--- config.mk ---
export PLATFORM = sky130hd
export DESIGN_NAME = key_velocity_scanner_top
export DESIGN_NICKNAME = d
export VERILOG_FILES = /design/src/hdl/kvs_pkg.sv /design/src/hdl/key_velocity_scanner_top.sv
export SDC_FILE = /design/constraint.sdc
export NUM_CORES = 2
export LEC_CHECK = 0
export BUFFER_PORTS_ARGS = -buffer_cell sky130_fd_sc_hd__buf_4
export CORE_ASPECT_RATIO = 0.8
export CORE_MARGIN = 4
export CORE_UTILIZATION = 50
export DETAILED_ROUTE_END_ITERATION = 8
export HOLD_SLACK_MARGIN = 0.1
export PLACE_DENSITY_LB_ADDON = 0.08
export SLEW_MARGIN = 5
export SYNTH_ARGS = -nofsm -noshare
export SYNTH_HDL_FRONTEND = slang
export SYNTH_SLANG_ARGS = --single-unit
--- constraint.sdc ---
create_clock -name clk -period 6 [get_ports clk]
set_input_delay 0.6 -clock clk [delete_from_list [all_inputs] [get_ports clk]]
set_output_delay 0.6 -clock clk [all_outputs]
set_load 0.02 [all_outputs]
--- src/hdl/kvs_pkg.sv ---
// Shared types and constants for the key velocity scanner.
package kvs_pkg;

	localparam int CNT_W        = 16;
	localparam int KEYS_PER_ROW = 12;
	localparam int DEF_OCTAVES  = 7;
	localparam int JIDX_W       = $clog2(KEYS_PER_ROW);
	localparam int DIV_STEPS    = CNT_W;

	localparam logic [CNT_W-1:0] COUNT_MAX = 16'd65534;
	localparam logic [CNT_W-1:0] SOUNDING  = 16'd65535;
	localparam logic [6:0]       VEL_MAX   = 7'd127;

	localparam logic [KEYS_PER_ROW-1:0] MASK_LOW_EDGE  = 12'b111111111000;
	localparam logic [KEYS_PER_ROW-1:0] MASK_HIGH_EDGE = 12'b000001111111;
	localparam logic [KEYS_PER_ROW-1:0] MASK_ALL       = 12'b111111111111;

	localparam logic [5:0]       RST_BASE_NOTE      = 6'd24;
	localparam logic [CNT_W-1:0] RST_VELOCITY_SCALE = 16'd1400;
	localparam logic             RST_UPPER_IDLE     = 1'b1;

	localparam int PADDR_W = 4;

	typedef enum logic [1:0] {
		REG_BASE_NOTE      = 2'd0,
		REG_VELOCITY_SCALE = 2'd1,
		REG_UPPER_IDLE     = 2'd2
	} reg_idx_t;

	typedef enum logic [2:0] {
		ST_IDLE,
		ST_SCAN_RD,
		ST_SCAN_EV,
		ST_WALK_RD,
		ST_WALK_EV,
		ST_DIV,
		ST_EMIT
	} state_t;

endpackage

--- src/hdl/key_velocity_scanner_top.sv ---
// Key velocity scanner: per-key contact timers with note-on/off events.
// An item with an octave out of range is taken while idle and does nothing.
// Otherwise an item makes a flag pass and an update pass over its 12 keys in the counter
// memory. Each event adds an emit state, after the 16-step divider for a note-on with a
// non-zero count; emit waits on a stalled output. One item is in work at a time.
// Reset sets register defaults, clears the per-key valid bits: all counters read zero.
module key_velocity_scanner_top
	import kvs_pkg::*;
#(
	parameter int OCTAVES = DEF_OCTAVES
) (
	input  logic               clk,
	input  logic               arst_n,
	input  logic               psel,
	input  logic               penable,
	input  logic               pwrite,
	input  logic [PADDR_W-1:0] paddr,
	input  logic [31:0]        pwdata,
	output logic [31:0]        prdata,
	output logic               pready,
	input  logic               item_valid,
	output logic               item_ready,
	input  logic [2:0]         octave,
	input  logic               upper_row,
	input  logic [11:0]        contacts,
	output logic               event_valid,
	input  logic               event_ready,
	output logic               note_on,
	output logic [6:0]         note,
	output logic [6:0]         velocity,
	output logic               last_event
);

	localparam int KEYS = OCTAVES * KEYS_PER_ROW;
	localparam int KW   = $clog2(KEYS);

	// Configuration registers
	logic [5:0]       base_note_q;
	logic [CNT_W-1:0] velocity_scale_q;
	logic             upper_idle_q;
	logic             cfg_wr;

	assign pready = 1'b1;
	assign cfg_wr = psel && penable && pwrite && pready;

	always_ff @(posedge clk or negedge arst_n) begin
		if (!arst_n) begin
			base_note_q      <= RST_BASE_NOTE;
			velocity_scale_q <= RST_VELOCITY_SCALE;
			upper_idle_q     <= RST_UPPER_IDLE;
		end else if (cfg_wr) begin
			unique case (reg_idx_t'(paddr[3:2]))
				REG_BASE_NOTE:      base_note_q      <= pwdata[5:0];
				REG_VELOCITY_SCALE: velocity_scale_q <= pwdata[CNT_W-1:0];
				REG_UPPER_IDLE:     upper_idle_q     <= pwdata[0];
				default: ;
			endcase
		end
	end

	always_comb begin
		unique case (reg_idx_t'(paddr[3:2]))
			REG_BASE_NOTE:      prdata = {26'd0, base_note_q};
			REG_VELOCITY_SCALE: prdata = {16'd0, velocity_scale_q};
			REG_UPPER_IDLE:     prdata = {31'd0, upper_idle_q};
			default:            prdata = 32'd0;
		endcase
	end

	// Sequencer state and item registers
	state_t                  state_q, state_d;
	logic [KEYS_PER_ROW-1:0] row_q;
	logic                    upper_q;
	logic [KW-1:0]           start_q;
	logic [JIDX_W-1:0]       j_q;
	logic [KEYS_PER_ROW-1:0] flags_q;

	// Counter memory with per-key valid bits
	logic [CNT_W-1:0] mem [KEYS];
	logic [KEYS-1:0]  vld_q;
	logic [CNT_W-1:0] mem_rd_q;
	logic             rd_vld_q;

	// Event and divider registers
	logic [CNT_W-1:0] cnt_q;
	logic [CNT_W-1:0] div_rem_q;
	logic [CNT_W-1:0] div_quo_q;
	logic [3:0]       div_step_q;
	logic             ev_on_q;
	logic [6:0]       ev_note_q;
	logic [6:0]       ev_vel_q;
	logic             ev_last_q;

	// Output register
	logic       out_valid_q;
	logic       out_on_q;
	logic [6:0] out_note_q;
	logic [6:0] out_vel_q;
	logic       out_last_q;

	// Combinational helpers
	logic                    in_range;
	logic [KEYS_PER_ROW-1:0] row_in;
	logic [7:0]              start_full;
	logic [KW-1:0]           key_addr;
	logic [CNT_W-1:0]        cnt_eff;
	logic                    closed;
	logic                    last_key;
	logic                    ev;
	logic [CNT_W-1:0]        cnt_new;
	logic                    need_div;
	logic [KEYS_PER_ROW-1:0] flags_rest;
	logic [CNT_W:0]          rem_sh;
	logic                    div_ge;
	logic [CNT_W-1:0]        rem_next;
	logic [CNT_W-1:0]        quo_next;
	logic                    out_free;

	// Control outputs of the sequencer
	logic accept, rd_en, wr_en, load_out, div_run;

	assign in_range   = {1'b0, octave} < 4'(OCTAVES);
	assign start_full = ({5'd0, octave} << 3) + ({5'd0, octave} << 2);
	assign key_addr   = start_q + KW'(j_q);
	assign cnt_eff    = rd_vld_q ? mem_rd_q : '0;
	assign closed     = row_q[j_q];
	assign last_key   = (j_q == JIDX_W'(KEYS_PER_ROW - 1));
	assign out_free   = !out_valid_q || event_ready;
	assign flags_rest = flags_q & ~(KEYS_PER_ROW'(1) << j_q);
	assign need_div   = !upper_q && (cnt_eff != '0);

	always_comb begin
		row_in = contacts;
		if (upper_row) begin
			if (upper_idle_q)
				row_in = ~contacts & MASK_ALL;
			if (octave == 3'd0)
				row_in = row_in & MASK_LOW_EDGE;
			if ({1'b0, octave} == 4'(OCTAVES - 1))
				row_in = row_in & MASK_HIGH_EDGE;
		end
	end

	// Key decision: the same test serves the flag pass and the update pass.
	always_comb begin
		ev      = 1'b0;
		cnt_new = cnt_eff;
		if (upper_q) begin
			if (closed) begin
				if (cnt_eff < COUNT_MAX)
					cnt_new = cnt_eff + 1'b1;
			end else begin
				ev      = (cnt_eff == SOUNDING);
				cnt_new = '0;
			end
		end else if (closed && cnt_eff != SOUNDING) begin
			ev      = 1'b1;
			cnt_new = SOUNDING;
		end
	end

	// One restoring division step per cycle.
	always_comb begin
		rem_sh   = {div_rem_q, div_quo_q[CNT_W-1]};
		div_ge   = rem_sh >= {1'b0, cnt_q};
		rem_next = div_ge ? CNT_W'(rem_sh - {1'b0, cnt_q}) : rem_sh[CNT_W-1:0];
		quo_next = {div_quo_q[CNT_W-2:0], div_ge};
	end

	// Next state
	always_comb begin
		state_d = state_q;
		unique case (state_q)
			ST_IDLE:
				if (item_valid && in_range)
					state_d = ST_SCAN_RD;
			ST_SCAN_RD:
				state_d = ST_SCAN_EV;
			ST_SCAN_EV:
				state_d = last_key ? ST_WALK_RD : ST_SCAN_RD;
			ST_WALK_RD:
				state_d = ST_WALK_EV;
			ST_WALK_EV:
				if (ev)
					state_d = need_div ? ST_DIV : ST_EMIT;
				else
					state_d = last_key ? ST_IDLE : ST_WALK_RD;
			ST_DIV:
				if (div_step_q == 4'(DIV_STEPS - 1))
					state_d = ST_EMIT;
			ST_EMIT:
				if (out_free)
					state_d = last_key ? ST_IDLE : ST_WALK_RD;
			default:
				state_d = ST_IDLE;
		endcase
	end

	// Sequencer outputs
	always_comb begin
		item_ready = 1'b0;
		accept     = 1'b0;
		rd_en      = 1'b0;
		wr_en      = 1'b0;
		load_out   = 1'b0;
		div_run    = 1'b0;
		unique case (state_q)
			ST_IDLE: begin
				item_ready = 1'b1;
				accept     = item_valid && in_range;
			end
			ST_SCAN_RD, ST_WALK_RD:
				rd_en = 1'b1;
			ST_WALK_EV:
				wr_en = upper_q || ev;
			ST_DIV:
				div_run = 1'b1;
			ST_EMIT:
				load_out = out_free;
			default: ;
		endcase
	end

	always_ff @(posedge clk or negedge arst_n) begin
		if (!arst_n)
			state_q <= ST_IDLE;
		else
			state_q <= state_d;
	end

	// Item registers and key position
	always_ff @(posedge clk or negedge arst_n) begin
		if (!arst_n) begin
			j_q     <= '0;
			flags_q <= '0;
		end else begin
			if (accept) begin
				j_q     <= '0;
				flags_q <= '0;
			end
			if (state_q == ST_SCAN_EV) begin
				flags_q[j_q] <= ev;
				j_q          <= last_key ? '0 : j_q + 1'b1;
			end
			if (state_q == ST_WALK_EV) begin
				flags_q[j_q] <= 1'b0;
				if (!ev && !last_key)
					j_q <= j_q + 1'b1;
			end
			if (load_out && !last_key)
				j_q <= j_q + 1'b1;
		end
	end

	always_ff @(posedge clk) begin
		if (accept) begin
			row_q   <= row_in;
			upper_q <= upper_row;
			start_q <= KW'(start_full);
		end
	end

	// Counter memory
	always_ff @(posedge clk) begin
		if (rd_en)
			mem_rd_q <= mem[key_addr];
		if (wr_en)
			mem[key_addr] <= cnt_new;
	end

	always_ff @(posedge clk or negedge arst_n) begin
		if (!arst_n) begin
			vld_q    <= '0;
			rd_vld_q <= 1'b0;
		end else begin
			if (rd_en)
				rd_vld_q <= vld_q[key_addr];
			if (wr_en)
				vld_q[key_addr] <= 1'b1;
		end
	end

	// Event capture and divider
	always_ff @(posedge clk or negedge arst_n) begin
		if (!arst_n)
			div_step_q <= '0;
		else if (state_q == ST_WALK_EV)
			div_step_q <= '0;
		else if (div_run)
			div_step_q <= div_step_q + 1'b1;
	end

	always_ff @(posedge clk) begin
		if (state_q == ST_WALK_EV && ev) begin
			ev_on_q   <= !upper_q;
			ev_note_q <= 7'(8'(key_addr) + {2'd0, base_note_q});
			ev_last_q <= (flags_rest == '0);
			ev_vel_q  <= upper_q ? 7'd0 : VEL_MAX;
			cnt_q     <= cnt_eff;
			div_rem_q <= '0;
			div_quo_q <= velocity_scale_q;
		end
		if (div_run) begin
			div_rem_q <= rem_next;
			div_quo_q <= quo_next;
			if (div_step_q == 4'(DIV_STEPS - 1))
				ev_vel_q <= (quo_next > CNT_W'(VEL_MAX)) ? VEL_MAX : quo_next[6:0];
		end
	end

	// Output register
	always_ff @(posedge clk or negedge arst_n) begin
		if (!arst_n)
			out_valid_q <= 1'b0;
		else if (load_out)
			out_valid_q <= 1'b1;
		else if (event_ready)
			out_valid_q <= 1'b0;
	end

	always_ff @(posedge clk) begin
		if (load_out) begin
			out_on_q   <= ev_on_q;
			out_note_q <= ev_note_q;
			out_vel_q  <= ev_vel_q;
			out_last_q <= ev_last_q;
		end
	end

	assign event_valid = out_valid_q;
	assign note_on     = out_on_q;
	assign note        = out_note_q;
	assign velocity    = out_vel_q;
	assign last_event  = out_last_q;

	// A note-off always carries zero velocity.
	a_off_zero_vel: assert property (@(posedge clk) disable iff (!arst_n)
		event_valid && !note_on |-> velocity == 7'd0)
		else $error("note-off with non-zero velocity");

	// An item in range keeps the block busy for the next cycle.
	a_busy_after_accept: assert property (@(posedge clk) disable iff (!arst_n)
		item_valid && item_ready && in_range |=> !item_ready)
		else $error("ready again directly after an item in range");

	// The divider only runs on a note-on with a non-zero count.
	a_div_nonzero: assert property (@(posedge clk) disable iff (!arst_n)
		state_q == ST_DIV |-> ev_on_q && cnt_q != '0)
		else $error("divider running without a valid divisor");

	// A stalled event is never overwritten.
	a_no_overwrite: assert property (@(posedge clk) disable iff (!arst_n)
		load_out |-> !event_valid || event_ready)
		else $error("event register loaded while an event waits");

endmodule
==> impl_metrics.csv <==
group,metric,value,unit
status,status,"finished clean",
timing,fin_setup_tns,0,ps
placed_design,place_ws,1270,ps
synthesis,synth_edf_count,1451,
synthesis,synth_simple_gate_area_share,5.03,%
finish,areaGrowthSynthToFinish,13.6,%
finish,nets,4199,
synthesis,synth.most_common_cell,"edfxtp_1",
synthesis,synthArstFlopShare,8.30,%
timing,setup_slack,1010,ps
worst_hold_path,hold_class,"input pin to flop",
cts,clk_pin_slew,70,ps
detailed_routing,drt_iter0_markers,4960,
cts,clock-sinks,1590,
critical_path,cp_top_family,"simple AND/OR/NAND/NOR gates",
critical_path,rrSetupSlack,1010,ps
synthesis,syn_area,64600,um2
grt,grt_max_degree,98,
synthesis,ys_seq_elements,1590,
critical_path,critPathSlowestCell,"dfrtp_1",
timing,fmax,200,MHz
timing,maxSlewViolCount,0,
timing,finalSetupViolations,0,
cts,clk-insertion-delay-late,780,ps
critical_path,ff2ff_path_depth,10,
placed_design,place_congestion,0.898,
synthesis,synth.area.mux_share,10.6,%
pwr,leakagePower,24.8,nW
critical_path,critPathLaunchType,"flop",
detailed_routing,vias,37700,
timing,worstMarginPinSlew,1260,ps
placed_design,portBuffers,74,
critical_path,end_kind,"flop",
placed_design,hpwl,116000,um
synthesis,synth_top_family_by_area,"multiplexers",
worst_hold_path,min_path_cells,2,
grt,track_usage,28.2,%
timing,finalCriticalPeriod,4990,ps
floorplanning,initial_core_util,50.5,%
pwr,totalPowerFinal,37.7,mW
finish,drive_gt1_share,20.3,%
floorplanning,core_area,128000,um2
synthesis,syn_avg_cell_area,16.7,um2
critical_path,crit_arrival,5600,ps
floorplanning,num_rows,117,
synthesis,synth_cell_types,88,
detailed_routing,drt_wl_total,191000,um
timing,finalCritPeriodShare,83.2,%
timing,hold_viol,0,
floorplanning,io_pins,110,
job,maxCapViolations,0,
cts,cts_hold_buf,26,
synthesis,yosys-top-cells-count,"1451 x edfxtp_1, 250 x nor2_1, 248 x nand2_1, 177 x mux2i_1, 172 x mux4_2",
grt,grt_pass1_vias,36300,
synthesis,yosysTopAreaCellShare,67.5,%
synthesis,synth_compound_area_share,7.88,%
synthesis,synth-main-ff-cell,"edfxtp_1",
timing,clock_skew,31.3,ps
critical_path,crit_type,"flop to flop",
critical_path,crit_buf_inv,2,
synthesis,yosysTopAreaCell,"edfxtp_1",
detailed_routing,wl_per_cell,32.0,um
pwr,power.density,514,nW/um2
finish,postLayoutCoreUtil,57.4,%
timing,rsz0062_at_grt,"no",
cts,post_cts_buffers,0,
detailed_routing,drc,0,
cts,cts.path.max_buffers,3,
synthesis,yosys_warnings,0,
floorplanning,fp.dieH,329,um
grt,antenna_found_initial,11,
detailed_routing,vias_per_cell,6.33,
cts,htree_levels,4,
grt,grt_overflow,0,
cts,numCtsBuffers,158,
synthesis,synthAdderAreaFrac,0.860,%
detailed_routing,first_pass_iters,5,
grt,grt_first_pass_wirelength,272000,um
floorplanning,dieArea,135000,um2
critical_path,cp_data_required_time,6610,ps
detailed_routing,ant_nets,0,
synthesis,postSynthCellCount,3872,
cts,cts_tree,"yes",
synthesis,ys_seq_area_share,72.8,%
pwr,vdd_drop_max,0.721,mV
cts,post_cts_resized,0,
floorplanning,die_w,410,um
timing,slew_headroom,13.9,%
critical_path,path_max_fanout,19,
critical_path,max_stage_delay,910,ps
synthesis,synth-xor-area-share,0.362,%
critical_path,worstPathCellList,"ha_1 > a21oi_1 > o22a_1 > inv_2 > nor2_1 > nand2_1 > buf_4 > o32ai_1 > nor3_1 > o221ai_1",
cts,cts-root-buf,"clkbuf_16",
synthesis,yosys-top-cells-area,"edfxtp_1 67%, mux4_2 6.0%, dfrtp_1 4.8%",
critical_path,critical_path_depth,10,
-- area by class of cell --
class / instances / area (um2)
sequential: 1590 / 47000
clock buffer: 212 / 4320
antenna: 6 / 15.0
tap: 1725 / 2160
timing repair buffer: 301 / 2530
fill: 9919 / 54400
inverter: 59 / 224
clock inverter: 78 / 658
multi-input combinational: 1988 / 16400
-- logic make-up (layout without fill, tap and decap cells) --
| family | after synthesis | count (layout) |
|---|---|---|
| compound gates | 726 | 726 |
| xor+xnor | 25 | 25 |
| fa+ha+maj | 42 | 42 |
| buf+inv | 309 | 650 |
| flops | 1590 | 1590 |
| mux | 454 | 454 |
| other cells | 2 | 23 |
| simple gates | 724 | 724 |
-- path summary, 6_finish.rpt --
| path | to | from |
|---|---|---|
| hold reg to reg | last_event | ev_last_q |
| hold / removal | row_q[3] | contacts[3] |
| min in group asynchronous | j_q[0] | arst_n |
| setup / recovery | mem_rd_q[11] | j_q[3] |
| max in group asynchronous | vld_q[54] | arst_n |
| setup reg to reg | mem_rd_q[11] | j_q[3] |
-- per-layer routing --
| metal | global-route usage (%) | wire length [um] |
|---|---|---|
| met1 | 42.1 | 81100 |
| met3 | 7.54 | 20500 |
| met5 | 0 | 54 |
| met4 | 9.15 | 5900 |
| met2 | 40.6 | 83200 |
-- placed cells by master (no fill, tap or decap), types with 26 or more instances in the layout --
| master | synthesis | routed |
|---|---|---|
| a21oi_1 | 140 | 134 |
| a221oi_1 | 118 | 118 |
| a22oi_1 | 44 | 42 |
| buf_4 | 41 | 258 |
| clkbuf_1 | 92 | 43 |
| clkbuf_16 | 0 | 163 |
| clkinv_1 | 1 | 30 |
| clkinv_2 | 0 | 28 |
| dfrtp_1 | 123 | 121 |
| dlygate4sd3_1 | 0 | 26 |
| edfxtp_1 | 1451 | 1451 |
| ha_1 | 38 | 37 |
| inv_1 | 56 | 52 |
| mux2_2 | 83 | 83 |
| mux2i_1 | 177 | 177 |
| mux4_2 | 172 | 172 |
| nand2_1 | 248 | 248 |
| nand3_1 | 53 | 53 |
| nor2_1 | 250 | 198 |
| nor2_2 | 0 | 49 |
| o21ai_0 | 98 | 97 |
| o21bai_1 | 56 | 56 |
| o221ai_1 | 26 | 26 |
| o22ai_1 | 64 | 63 |
| or2_1 | 38 | 38 |
-- metrics by stage --
step / hold slack [ps] / cells / area [um2]
global route: 135 / 5953 / 73400
finish: 169 / 5959 / 73400
floorplan: 304 / 3887 / 64600
detailed placement: 409 / 5637 / 68100
global placement: 404 / 5637 / 68100
CTS: 115 / 5953 / 73400
-- report_power, final --
part	internal, mW	switching (mW)
Combinational	3.57	9.21
Sequential	14.9	0.387
Clock	5.49	4.18
-- sequential cells by signal (all words and copies together), names as in the netlist, 7 cells and up --
| name | flops |
|---|---|
| ev_note_q | 7 |
| div_rem_q | 16 |
| mem_rd_q | 16 |
| flags_q | 12 |
| velocity | 7 |
| mem | 1344 |
| vld_q | 84 |
| row_q | 12 |
| cnt_q | 16 |
| velocity_scale_q | 16 |
| div_quo_q | 16 |
| note | 7 |
| ev_vel_q | 7 |
(Power assumes the default switching activity.)
